--- src/rtl/assert_macros.svh ---
// assertion macros shared by the polarity index rtl
// no dependencies; assertions drop out when SYNTHESIS is defined
`ifndef ASSERT_MACROS_SVH
`define ASSERT_MACROS_SVH

`ifndef SYNTHESIS

// same-cycle implication under active-low reset
`define ASSERT_IMPLIES(lbl, clk, rst_n, ante, cons) \
    lbl: assert property (@(posedge clk) disable iff (!rst_n) (ante) |-> (cons)) \
        else $error("implication check failed");

// next-cycle implication under active-low reset
`define ASSERT_NEXT(lbl, clk, rst_n, ante, cons) \
    lbl: assert property (@(posedge clk) disable iff (!rst_n) (ante) |=> (cons)) \
        else $error("next-cycle check failed");

`else

`define ASSERT_IMPLIES(lbl, clk, rst_n, ante, cons)

`define ASSERT_NEXT(lbl, clk, rst_n, ante, cons)

`endif

`endif

--- src/rtl/depi_pkg.sv ---
// shared types and constants of the dual moving average polarity index
// no dependencies
package depi_pkg;

    // default widths of the top level
    localparam int SAMPLE_WIDTH_DEF = 16;
    localparam int LEVEL_WIDTH_DEF  = 24;
    localparam int COUNT_WIDTH_DEF  = 32;

    // fixed formats
    localparam int ALPHA_W   = 16;
    localparam int INDEX_W   = 16;
    localparam int EXTREME_W = 15;
    localparam int QUOT_W    = 16;
    localparam int CFG_IDX_W = 2;
    localparam int DIV_CNT_W = $clog2(QUOT_W);

    localparam logic [ALPHA_W:0]        ALPHA_ONE = 17'h10000;
    localparam logic [INDEX_W-1:0]      INDEX_MAX = 16'h7FFF;
    localparam logic [QUOT_W-1:0]       QUOT_LIMIT = 16'h8000;
    localparam logic [DIV_CNT_W-1:0]    DIV_LAST = DIV_CNT_W'(QUOT_W - 1);
    localparam logic [1:0]              MUL_LAST = 2'd3;

    // register reset values
    localparam logic [ALPHA_W-1:0]   SMOOTH_RST  = 16'd6554;
    localparam logic [ALPHA_W-1:0]   WARMUP_RST  = 16'd10;
    localparam logic [EXTREME_W-1:0] EXTREME_RST = 15'd26214;

    // register indexes
    localparam logic [CFG_IDX_W-1:0] REG_SMOOTHING = 2'd0;
    localparam logic [CFG_IDX_W-1:0] REG_WARMUP    = 2'd1;
    localparam logic [CFG_IDX_W-1:0] REG_EXTREME   = 2'd2;

    // command codes of the input word
    localparam logic CMD_RECORD = 1'b0;
    localparam logic CMD_CLEAR  = 1'b1;

    // sequencer states
    typedef enum logic [2:0] {
        ST_IDLE,
        ST_MUL,
        ST_SETUP,
        ST_DIV,
        ST_FINISH
    } depi_state_t;

    // divider control and status
    typedef struct packed {
        logic start;
    } div_ctrl_t;

    typedef struct packed {
        logic busy;
        logic done;
    } div_stat_t;

endpackage

--- src/rtl/depi_divider.sv ---
// restoring divider, one quotient bit per cycle, for the index ratio
// depends on depi_pkg and assert_macros.svh
`include "assert_macros.svh"

module depi_divider #(
    parameter int LEVEL_WIDTH = depi_pkg::LEVEL_WIDTH_DEF
) (
    input  logic                        clk,
    input  logic                        rst_n,
    input  depi_pkg::div_ctrl_t         ctrl,
    input  logic [LEVEL_WIDTH-1:0]      num,
    input  logic [LEVEL_WIDTH:0]        den,
    output depi_pkg::div_stat_t         stat,
    output logic [depi_pkg::QUOT_W-1:0] quot
);
    import depi_pkg::*;

    localparam int REM_W   = LEVEL_WIDTH + 1;
    localparam int TRIAL_W = LEVEL_WIDTH + 2;

    logic [REM_W-1:0]     rem_reg;
    logic [REM_W-1:0]     rem_next;
    logic [REM_W-1:0]     den_reg;
    logic [QUOT_W-1:0]    quot_reg;
    logic [DIV_CNT_W-1:0] cnt_reg;
    logic                 first_reg;
    logic                 busy_reg;
    logic                 done_reg;
    logic [TRIAL_W-1:0]   trial;
    logic [TRIAL_W-1:0]   trial_diff;
    logic                 fits;

    // first step compares the numerator as is, later steps shift in a zero
    always_comb
    begin
        trial      = first_reg ? {1'b0, rem_reg} : {rem_reg, 1'b0};
        trial_diff = trial - {1'b0, den_reg};
        fits       = (trial >= {1'b0, den_reg});
        rem_next   = fits ? REM_W'(trial_diff) : REM_W'(trial);
    end

    // step counter and busy/done
    always_ff @(posedge clk or negedge rst_n)
    begin
        if (!rst_n)
        begin
            busy_reg  <= 1'b0;
            done_reg  <= 1'b0;
            first_reg <= 1'b0;
            cnt_reg   <= '0;
        end
        else if (ctrl.start)
        begin
            busy_reg  <= 1'b1;
            done_reg  <= 1'b0;
            first_reg <= 1'b1;
            cnt_reg   <= '0;
        end
        else if (busy_reg)
        begin
            first_reg <= 1'b0;
            cnt_reg   <= cnt_reg + 1'b1;
            if (cnt_reg == DIV_LAST)
            begin
                busy_reg <= 1'b0;
                done_reg <= 1'b1;
            end
        end
        else
        begin
            done_reg <= 1'b0;
        end
    end

    // partial remainder and quotient
    always_ff @(posedge clk)
    begin
        if (ctrl.start)
        begin
            rem_reg  <= {1'b0, num};
            den_reg  <= den;
            quot_reg <= '0;
        end
        else if (busy_reg)
        begin
            rem_reg  <= rem_next;
            quot_reg <= {quot_reg[QUOT_W-2:0], fits};
        end
    end

    assign stat.busy = busy_reg;
    assign stat.done = done_reg;
    assign quot      = quot_reg;

    `ASSERT_IMPLIES(a_no_restart, clk, rst_n, busy_reg, !ctrl.start)
    `ASSERT_NEXT(a_start_busy, clk, rst_n, ctrl.start, busy_reg && !done_reg)
    `ASSERT_IMPLIES(a_quot_bound, clk, rst_n, done_reg && (den_reg != '0), quot_reg <= QUOT_LIMIT)

endmodule

--- src/rtl/dual_ema_polarity_index_top.sv ---
// dual moving average polarity index, top level; depends on depi_pkg, depi_divider
// a sample word passes through the shared multiplier steps, a setup step, the restoring divider
// and the finish step before its result word is registered; a clear word goes straight to the
// finish step; one word at a time: no new word is taken until the last one's result word
// is registered, and the finish step waits while a held result word is stalled
// reset: async active low, clears averages, index, counters, result valid; config to defaults
`include "assert_macros.svh"

module dual_ema_polarity_index_top #(
    parameter int SAMPLE_WIDTH = depi_pkg::SAMPLE_WIDTH_DEF,
    parameter int LEVEL_WIDTH  = depi_pkg::LEVEL_WIDTH_DEF,
    parameter int COUNT_WIDTH  = depi_pkg::COUNT_WIDTH_DEF
) (
    input  logic                                clk,
    input  logic                                rst_n,
    // configuration
    input  logic                                cfg_write,
    input  logic [depi_pkg::CFG_IDX_W-1:0]      cfg_index,
    input  logic [depi_pkg::ALPHA_W-1:0]        cfg_data,
    // input channel
    input  logic                                in_valid,
    output logic                                in_stall,
    input  logic                                command,
    input  logic signed [SAMPLE_WIDTH-1:0]      bias,
    // output channel
    output logic                                out_valid,
    input  logic                                out_stall,
    output logic signed [depi_pkg::INDEX_W-1:0] polarity_index,
    output logic signed [depi_pkg::INDEX_W-1:0] previous_index,
    output logic                                flip_event,
    output logic                                extreme_event,
    output logic [LEVEL_WIDTH-1:0]              bull_average,
    output logic [LEVEL_WIDTH-1:0]              bear_average,
    output logic [COUNT_WIDTH-1:0]              flip_total,
    output logic [COUNT_WIDTH-1:0]              extreme_total,
    output logic [COUNT_WIDTH-1:0]              sample_total
);
    import depi_pkg::*;

    localparam int LW      = LEVEL_WIDTH;
    localparam int SW      = SAMPLE_WIDTH;
    localparam int PROD_W  = LW + ALPHA_W + 1;
    localparam int ACC_W   = PROD_W + 1;
    localparam int CMP_W   = (COUNT_WIDTH > ALPHA_W) ? COUNT_WIDTH : ALPHA_W;
    localparam logic [LW-1:0] LEVEL_ONE = LW'(1) << (LW - 1);

    // configuration registers
    logic [ALPHA_W-1:0]   smooth_reg;
    logic [ALPHA_W-1:0]   warmup_reg;
    logic [EXTREME_W-1:0] extreme_reg;

    // block state
    depi_state_t          state_reg;
    depi_state_t          state_next;
    logic [LW-1:0]        bull_level_reg;
    logic [LW-1:0]        bear_level_reg;
    logic [INDEX_W-1:0]   last_index_reg;
    logic                 seeded_reg;
    logic [COUNT_WIDTH-1:0] flip_cnt_reg;
    logic [COUNT_WIDTH-1:0] extreme_cnt_reg;
    logic [COUNT_WIDTH-1:0] sample_cnt_reg;
    logic [COUNT_WIDTH-1:0] flip_cnt_next;
    logic [COUNT_WIDTH-1:0] extreme_cnt_next;
    logic [COUNT_WIDTH-1:0] sample_cnt_next;

    // per-word working registers
    logic                 clear_reg;
    logic                 fed_bull_reg;
    logic [LW-1:0]        feed_reg;
    logic [1:0]           mul_cnt_reg;
    logic [PROD_W-1:0]    prod_reg;
    logic [PROD_W-1:0]    acc_reg;

    // result register
    logic                 out_valid_reg;
    logic [INDEX_W-1:0]   index_out_reg;
    logic [INDEX_W-1:0]   prev_out_reg;
    logic                 flip_out_reg;
    logic                 extreme_out_reg;
    logic [LW-1:0]        bull_out_reg;
    logic [LW-1:0]        bear_out_reg;
    logic [COUNT_WIDTH-1:0] flip_out_cnt_reg;
    logic [COUNT_WIDTH-1:0] extreme_out_cnt_reg;
    logic [COUNT_WIDTH-1:0] sample_out_cnt_reg;

    // combinational helpers
    logic                 in_take;
    logic                 finish_go;
    logic [SW-1:0]        bias_u;
    logic                 bias_pos;
    logic [SW-1:0]        mag;
    logic [LW-1:0]        feed_w;
    logic [ALPHA_W:0]     alpha_c;
    logic [LW-1:0]        fed_lvl;
    logic [LW-1:0]        oth_lvl;
    logic [LW-1:0]        mul_a;
    logic [ALPHA_W:0]     mul_b;
    logic [PROD_W-1:0]    prod_w;
    logic [ACC_W-1:0]     acc_sum;
    logic [LW-1:0]        fed_new;
    logic [LW-1:0]        oth_new;
    logic                 bull_ge;
    logic [LW:0]          div_sum;
    logic [LW-1:0]        div_diff;
    logic                 sum_zero;
    logic [QUOT_W-1:0]    quot;
    logic [INDEX_W-1:0]   idx_new;
    logic [INDEX_W-1:0]   idx_mag;
    logic                 gate;
    logic                 flip_now;
    logic                 extreme_now;
    div_ctrl_t            div_ctrl;
    div_stat_t            div_stat;

    // configuration writes
    always_ff @(posedge clk or negedge rst_n)
    begin
        if (!rst_n)
        begin
            smooth_reg  <= SMOOTH_RST;
            warmup_reg  <= WARMUP_RST;
            extreme_reg <= EXTREME_RST;
        end
        else if (cfg_write)
        begin
            unique case (cfg_index)
                REG_SMOOTHING: smooth_reg  <= cfg_data;
                REG_WARMUP:    warmup_reg  <= cfg_data;
                REG_EXTREME:   extreme_reg <= cfg_data[EXTREME_W-1:0];
                default:       ;
            endcase
        end
    end

    // handshake
    assign in_stall  = (state_reg != ST_IDLE);
    assign in_take   = in_valid && !in_stall;
    assign out_valid = out_valid_reg;

    // sample magnitude in level format
    assign bias_u   = bias;
    assign bias_pos = !bias_u[SW-1] && (bias_u != '0);
    assign mag      = bias_u[SW-1] ? (~bias_u + 1'b1) : bias_u;

    generate
        if (LW >= SW)
        begin : g_widen
            assign feed_w = LW'(mag) << (LW - SW);
        end
        else
        begin : g_narrow
            assign feed_w = LW'(mag >> (SW - LW));
        end
    endgenerate

    // sequencer
    always_comb
    begin
        state_next     = state_reg;
        div_ctrl.start = 1'b0;
        finish_go      = 1'b0;
        unique case (state_reg)
            ST_IDLE:
            begin
                if (in_take)
                    state_next = (command == CMD_CLEAR) ? ST_FINISH : ST_MUL;
            end
            ST_MUL:
            begin
                if (mul_cnt_reg == MUL_LAST)
                    state_next = ST_SETUP;
            end
            ST_SETUP:
            begin
                div_ctrl.start = 1'b1;
                state_next     = ST_DIV;
            end
            ST_DIV:
            begin
                if (div_stat.done)
                    state_next = ST_FINISH;
            end
            ST_FINISH:
            begin
                if (!out_valid_reg || !out_stall)
                begin
                    finish_go  = 1'b1;
                    state_next = ST_IDLE;
                end
            end
            default: state_next = ST_IDLE;
        endcase
    end

    always_ff @(posedge clk or negedge rst_n)
    begin
        if (!rst_n)
            state_reg <= ST_IDLE;
        else
            state_reg <= state_next;
    end

    // shared multiplier operand select
    assign alpha_c = ALPHA_ONE - {1'b0, smooth_reg};
    assign fed_lvl = fed_bull_reg ? bull_level_reg : bear_level_reg;
    assign oth_lvl = fed_bull_reg ? bear_level_reg : bull_level_reg;

    always_comb
    begin
        unique case (mul_cnt_reg)
            2'd0:
            begin
                mul_a = fed_lvl;
                mul_b = alpha_c;
            end
            2'd1:
            begin
                mul_a = feed_reg;
                mul_b = {1'b0, smooth_reg};
            end
            default:
            begin
                mul_a = oth_lvl;
                mul_b = alpha_c;
            end
        endcase
    end

    assign prod_w  = PROD_W'(mul_a) * PROD_W'(mul_b);
    assign acc_sum = ACC_W'(acc_reg) + ACC_W'(prod_reg);
    assign fed_new = LW'(acc_sum >> ALPHA_W);
    assign oth_new = LW'(prod_reg >> ALPHA_W);

    // word capture and multiply pipeline
    always_ff @(posedge clk or negedge rst_n)
    begin
        if (!rst_n)
        begin
            mul_cnt_reg <= '0;
            clear_reg   <= 1'b0;
        end
        else if (in_take)
        begin
            mul_cnt_reg <= '0;
            clear_reg   <= (command == CMD_CLEAR);
        end
        else if (state_reg == ST_MUL)
        begin
            mul_cnt_reg <= mul_cnt_reg + 1'b1;
        end
    end

    always_ff @(posedge clk)
    begin
        if (in_take)
        begin
            fed_bull_reg <= bias_pos;
            feed_reg     <= feed_w;
        end
        if (state_reg == ST_MUL)
        begin
            prod_reg <= prod_w;
            if (mul_cnt_reg == 2'd1)
                acc_reg <= prod_reg;
        end
    end

    // divider operands
    assign bull_ge  = (bull_level_reg >= bear_level_reg);
    assign div_sum  = {1'b0, bull_level_reg} + {1'b0, bear_level_reg};
    assign div_diff = bull_ge ? (bull_level_reg - bear_level_reg)
                              : (bear_level_reg - bull_level_reg);
    assign sum_zero = (bull_level_reg == '0) && (bear_level_reg == '0);

    depi_divider #(
        .LEVEL_WIDTH (LEVEL_WIDTH)
    ) u_divider (
        .clk   (clk),
        .rst_n (rst_n),
        .ctrl  (div_ctrl),
        .num   (div_diff),
        .den   (div_sum),
        .stat  (div_stat),
        .quot  (quot)
    );

    // index, detection and counter updates
    always_comb
    begin
        if (sum_zero)
            idx_new = '0;
        else if (bull_ge)
            idx_new = quot[QUOT_W-1] ? INDEX_MAX : quot;
        else
            idx_new = ~quot + 1'b1;
        idx_mag     = idx_new[INDEX_W-1] ? (~idx_new + 1'b1) : idx_new;
        gate        = (CMP_W'(sample_cnt_reg) >= CMP_W'(warmup_reg));
        flip_now    = gate && seeded_reg && (last_index_reg[INDEX_W-1] != idx_new[INDEX_W-1]);
        extreme_now = gate && (idx_mag > {1'b0, extreme_reg});

        flip_cnt_next    = flip_cnt_reg;
        extreme_cnt_next = extreme_cnt_reg;
        sample_cnt_next  = (sample_cnt_reg == '1) ? sample_cnt_reg : sample_cnt_reg + 1'b1;
        if (flip_now && (flip_cnt_reg != '1))
            flip_cnt_next = flip_cnt_reg + 1'b1;
        if (extreme_now && (extreme_cnt_reg != '1))
            extreme_cnt_next = extreme_cnt_reg + 1'b1;
    end

    // averages, index history and counters
    always_ff @(posedge clk or negedge rst_n)
    begin
        if (!rst_n)
        begin
            bull_level_reg  <= '0;
            bear_level_reg  <= '0;
            last_index_reg  <= '0;
            seeded_reg      <= 1'b0;
            flip_cnt_reg    <= '0;
            extreme_cnt_reg <= '0;
            sample_cnt_reg  <= '0;
        end
        else if (finish_go)
        begin
            if (clear_reg)
            begin
                bull_level_reg  <= '0;
                bear_level_reg  <= '0;
                last_index_reg  <= '0;
                seeded_reg      <= 1'b0;
                flip_cnt_reg    <= '0;
                extreme_cnt_reg <= '0;
                sample_cnt_reg  <= '0;
            end
            else
            begin
                last_index_reg  <= idx_new;
                seeded_reg      <= 1'b1;
                flip_cnt_reg    <= flip_cnt_next;
                extreme_cnt_reg <= extreme_cnt_next;
                sample_cnt_reg  <= sample_cnt_next;
            end
        end
        else if (state_reg == ST_MUL)
        begin
            if (mul_cnt_reg == 2'd2)
            begin
                if (fed_bull_reg)
                    bull_level_reg <= fed_new;
                else
                    bear_level_reg <= fed_new;
            end
            else if (mul_cnt_reg == MUL_LAST)
            begin
                if (fed_bull_reg)
                    bear_level_reg <= oth_new;
                else
                    bull_level_reg <= oth_new;
            end
        end
    end

    // result word valid
    always_ff @(posedge clk or negedge rst_n)
    begin
        if (!rst_n)
            out_valid_reg <= 1'b0;
        else if (finish_go)
            out_valid_reg <= 1'b1;
        else if (!out_stall)
            out_valid_reg <= 1'b0;
    end

    // result word payload
    always_ff @(posedge clk)
    begin
        if (finish_go)
        begin
            if (clear_reg)
            begin
                index_out_reg       <= '0;
                prev_out_reg        <= '0;
                flip_out_reg        <= 1'b0;
                extreme_out_reg     <= 1'b0;
                bull_out_reg        <= '0;
                bear_out_reg        <= '0;
                flip_out_cnt_reg    <= '0;
                extreme_out_cnt_reg <= '0;
                sample_out_cnt_reg  <= '0;
            end
            else
            begin
                index_out_reg       <= idx_new;
                prev_out_reg        <= last_index_reg;
                flip_out_reg        <= flip_now;
                extreme_out_reg     <= extreme_now;
                bull_out_reg        <= bull_level_reg;
                bear_out_reg        <= bear_level_reg;
                flip_out_cnt_reg    <= flip_cnt_next;
                extreme_out_cnt_reg <= extreme_cnt_next;
                sample_out_cnt_reg  <= sample_cnt_next;
            end
        end
    end

    assign polarity_index = index_out_reg;
    assign previous_index = prev_out_reg;
    assign flip_event     = flip_out_reg;
    assign extreme_event  = extreme_out_reg;
    assign bull_average   = bull_out_reg;
    assign bear_average   = bear_out_reg;
    assign flip_total     = flip_out_cnt_reg;
    assign extreme_total  = extreme_out_cnt_reg;
    assign sample_total   = sample_out_cnt_reg;

    `ASSERT_IMPLIES(a_bull_bound, clk, rst_n, 1'b1, bull_level_reg <= LEVEL_ONE)
    `ASSERT_IMPLIES(a_bear_bound, clk, rst_n, 1'b1, bear_level_reg <= LEVEL_ONE)
    `ASSERT_NEXT(a_accept_busy, clk, rst_n, in_take, state_reg != ST_IDLE)
    `ASSERT_IMPLIES(a_idle_div, clk, rst_n, state_reg == ST_IDLE, !div_stat.busy && !div_stat.done)
    `ASSERT_IMPLIES(a_seeded_count, clk, rst_n, 1'b1, (sample_cnt_reg != '0) == seeded_reg)

endmodule

--- config.mk ---
export PLATFORM = sky130hd
export DESIGN_NAME = dual_ema_polarity_index_top
export DESIGN_NICKNAME = d
export VERILOG_FILES = /design/src/rtl/depi_pkg.sv /design/src/rtl/depi_divider.sv /design/src/rtl/dual_ema_polarity_index_top.sv
export VERILOG_INCLUDE_DIRS = /design/src /design/src/rtl
export SDC_FILE = /design/constraint.sdc
export NUM_CORES = 2
export LEC_CHECK = 0
export BUFFER_PORTS_ARGS = -buffer_cell sky130_fd_sc_hd__buf_2
export CAP_MARGIN = 40
export CORE_MARGIN = 2
export CORE_UTILIZATION = 60
export DETAILED_ROUTE_END_ITERATION = 10
export HOLD_SLACK_MARGIN = 0.06
export PLACE_DENSITY_LB_ADDON = 0.15
export SETUP_SLACK_MARGIN = 0.02
export SYNTH_ARGS = -nofsm -noshare
export SYNTH_HDL_FRONTEND = slang
export SYNTH_SLANG_ARGS = --single-unit
--- constraint.sdc ---
create_clock -name clk -period 12 [get_ports clk]
set_input_delay 1.2 -clock clk [delete_from_list [all_inputs] [get_ports clk]]
set_output_delay 1.2 -clock clk [all_outputs]
set_load 0.01 [all_outputs]
==> metrics <==
cell taking the most area after synthesis edfxtp_1; Final Instance Count excl. Fillers 6127; share of cells above drive strength 1 10.7%; initial core utilization 60.7%; crit path launch smooth_reg[0]$_DFFE_PN0P_; Slew @ Worst Pin 959 ps; Worst setup SP type register; Max Slew Vio Count 0; Mapped Area 46100 um^2; outcome complete, no violations; CTS max path bufs 3; synthesized net count 5587; cts hold-fix bufs 0; die span in y 281 um; Netlist cell types 87; number of max-cap violations 0; top post-synthesis cells by count nand2_1, inv_1, nor2_1, fa_1, edfxtp_1; initial DRC count 3404; vias post-DR 35900; HP Class reg -> reg; vias in the first global route 34700; RSZ-0062 raised after global routing false; Critical Path RT 12370 ps; initial antenna violation count 9; Post-DP Area 48300 um^2; clk slew on worst S/H paths 60 ps; slowest stage delay, CP 710 ps; via/cell ratio 5.86; # fillers 6308; GPL Wtd Cong 0.938; Setup CP Type reg -> reg; Max Clk Rate 103 MHz; cells on worst reg2reg path 31; Ys Warns 0; Core Region 76100 um^2; fin crit share 80.9%; Area Growth Syn to Fin 9.30%; Routed wire per std cell 19.5 um; number of flops mapped to enable cells by yosys 324; Finished Cell Area 50400 um^2; GR Util All Layers 30.6%; CTS H-tree depth 2; clock skew 38.0 ps; Slew HR 34.4%; Avg Synthesized Cell Area 9.37 um^2; r2r endpoint prod_reg[38]$_DFFE_PP_; Top-Level Pins 220; Skew-Pair Late Insertion Delay 650 ps; largest net degree at the start of global routing 114; TritonCTS clock tree done; Post-synth top flop edfxtp_1; sequential area share after synthesis 33.9%; clk sinks 563; Seq cells post-synth 563; first-pass GRT wire length 191000 um; Die ar. 79100 um^2; post-CTS setup buffers 0; R2R Setup Slk 2290 ps; hpwl dp 90300 um; Final Hold Viols 0; post-CTS sizing 0; grt total ovfl 0; Max FO, Critical Path 23; dominant cells by area after synthesis edfxtp_1, fa_1, dfrtp_1; Final #Nets 5704; post-placement cell count 6012; setup TNS 0 ps; final wirelength 120000 um; Cell Rows 101; crit path capture prod_reg[38]$_DFFE_PP_; ys async rst share 39.4%; Finish-stage setup viols 0; endpoint type of the worst setup path register; Mapped Cells 4927; fin crit period 9710 ps; CP max-delay cell dfrtp_1; drc violations 0; Crit path arrival time 10080 ps; Port-buffer cells 219; Num CTS Buffers 60; Yosys top cell area share 21.1%; FF-to-FF Start smooth_reg[0]$_DFFE_PN0P_; most frequent cell after synthesis nand2_1; clk root buf clkbuf_16; number of routed nets with antenna violations 0; drt pass-1 iters 6; Die X 281 um
per-layer routing:
metal / track usage (%) / wire length, um / part of all wire (%)
met1: 45.6 / 54100 / 45
met2: 45.4 / 51800 / 43
met3: 5.74 / 10100 / 8.4
met4: 9.52 / 3670 / 3.1
met5: 0 / 0 / 0
worst min-delay path by stage:
| stage | start | endpoint | slack, ps | cells after the start |
|---|---|---|---|---|
| finish | prod_reg[13]$_DFFE_PP_ | acc_reg[13]$_DFFE_PP_ | 460 | 0 |
| global route | prod_reg[0]$_DFFE_PP_ | acc_reg[0]$_DFFE_PP_ | 470 | 0 |
| CTS | prod_reg[14]$_DFFE_PP_ | acc_reg[14]$_DFFE_PP_ | 450 | 0 |
| detailed placement | prod_reg[13]$_DFFE_PP_ | acc_reg[13]$_DFFE_PP_ | 440 | 0 |
| global placement | prod_reg[13]$_DFFE_PP_ | acc_reg[13]$_DFFE_PP_ | 440 | 0 |
| floorplan | prod_reg[0]$_DFFE_PP_ | acc_reg[0]$_DFFE_PP_ | 430 | 0 |
critical path, delay by kind of cell, from the launching register on:
family                     cells  cell delay (ps)
DFF                            1              710
xor gates and xnor gates       1              430
AOI/OAI and AO/OA              7             1710
adders and majority gates      8             3620
and+or+nand+nor                8             2100
buffers and inverters          7              850
through the flow:
stage	setup WS (ps)	hold WS [ps]	util [%]
floorplan	3510	427	-
finish	2290	458	66.3
CTS	2450	454	66.3
global placement	2850	442	63.3
global route	1850	466	66.3
detailed placement	2500	444	63.5
final cells by class:
class / count / area, um^2 / area share [%]
Clock inverter: 33 / 432 / 0.856
Clock buffer: 79 / 1690 / 3.34
Tap cell: 1030 / 1290 / 2.56
Multi-Input combinational cell: 3524 / 27400 / 54.3
Timing Repair Buffer: 293 / 1740 / 3.45
Sequential cell: 563 / 15700 / 31.0
Inverter: 602 / 2270 / 4.50
Antenna cell: 3 / 7.51 / 0.0149
cell usage in the layout, fill, tap and decap left out, drive strengths merged, types with 147 or more instances in the layout:
cell      n
ha      288
inv     601
fa      332
edfxtp  324
nand2   675
a21oi   205
mux2i   147
nor2    418
dfrtp   205
o21ai   215
buf     293
cell families after synthesis:
group,after synthesis,share of synthesized area [%]
AOI/OAI and AO/OA,798,11.1
DFF,563,33.9
adders and majority gates,620,22.2
buffers and inverters,840,6.93
and+or+nand+nor,1652,16.4
xor gates and xnor gates,230,4.38
muxes,224,5.07
Power is not shown: default switching activity piles up to over one toggle a cycle in this logic, so the estimate is an artifact.
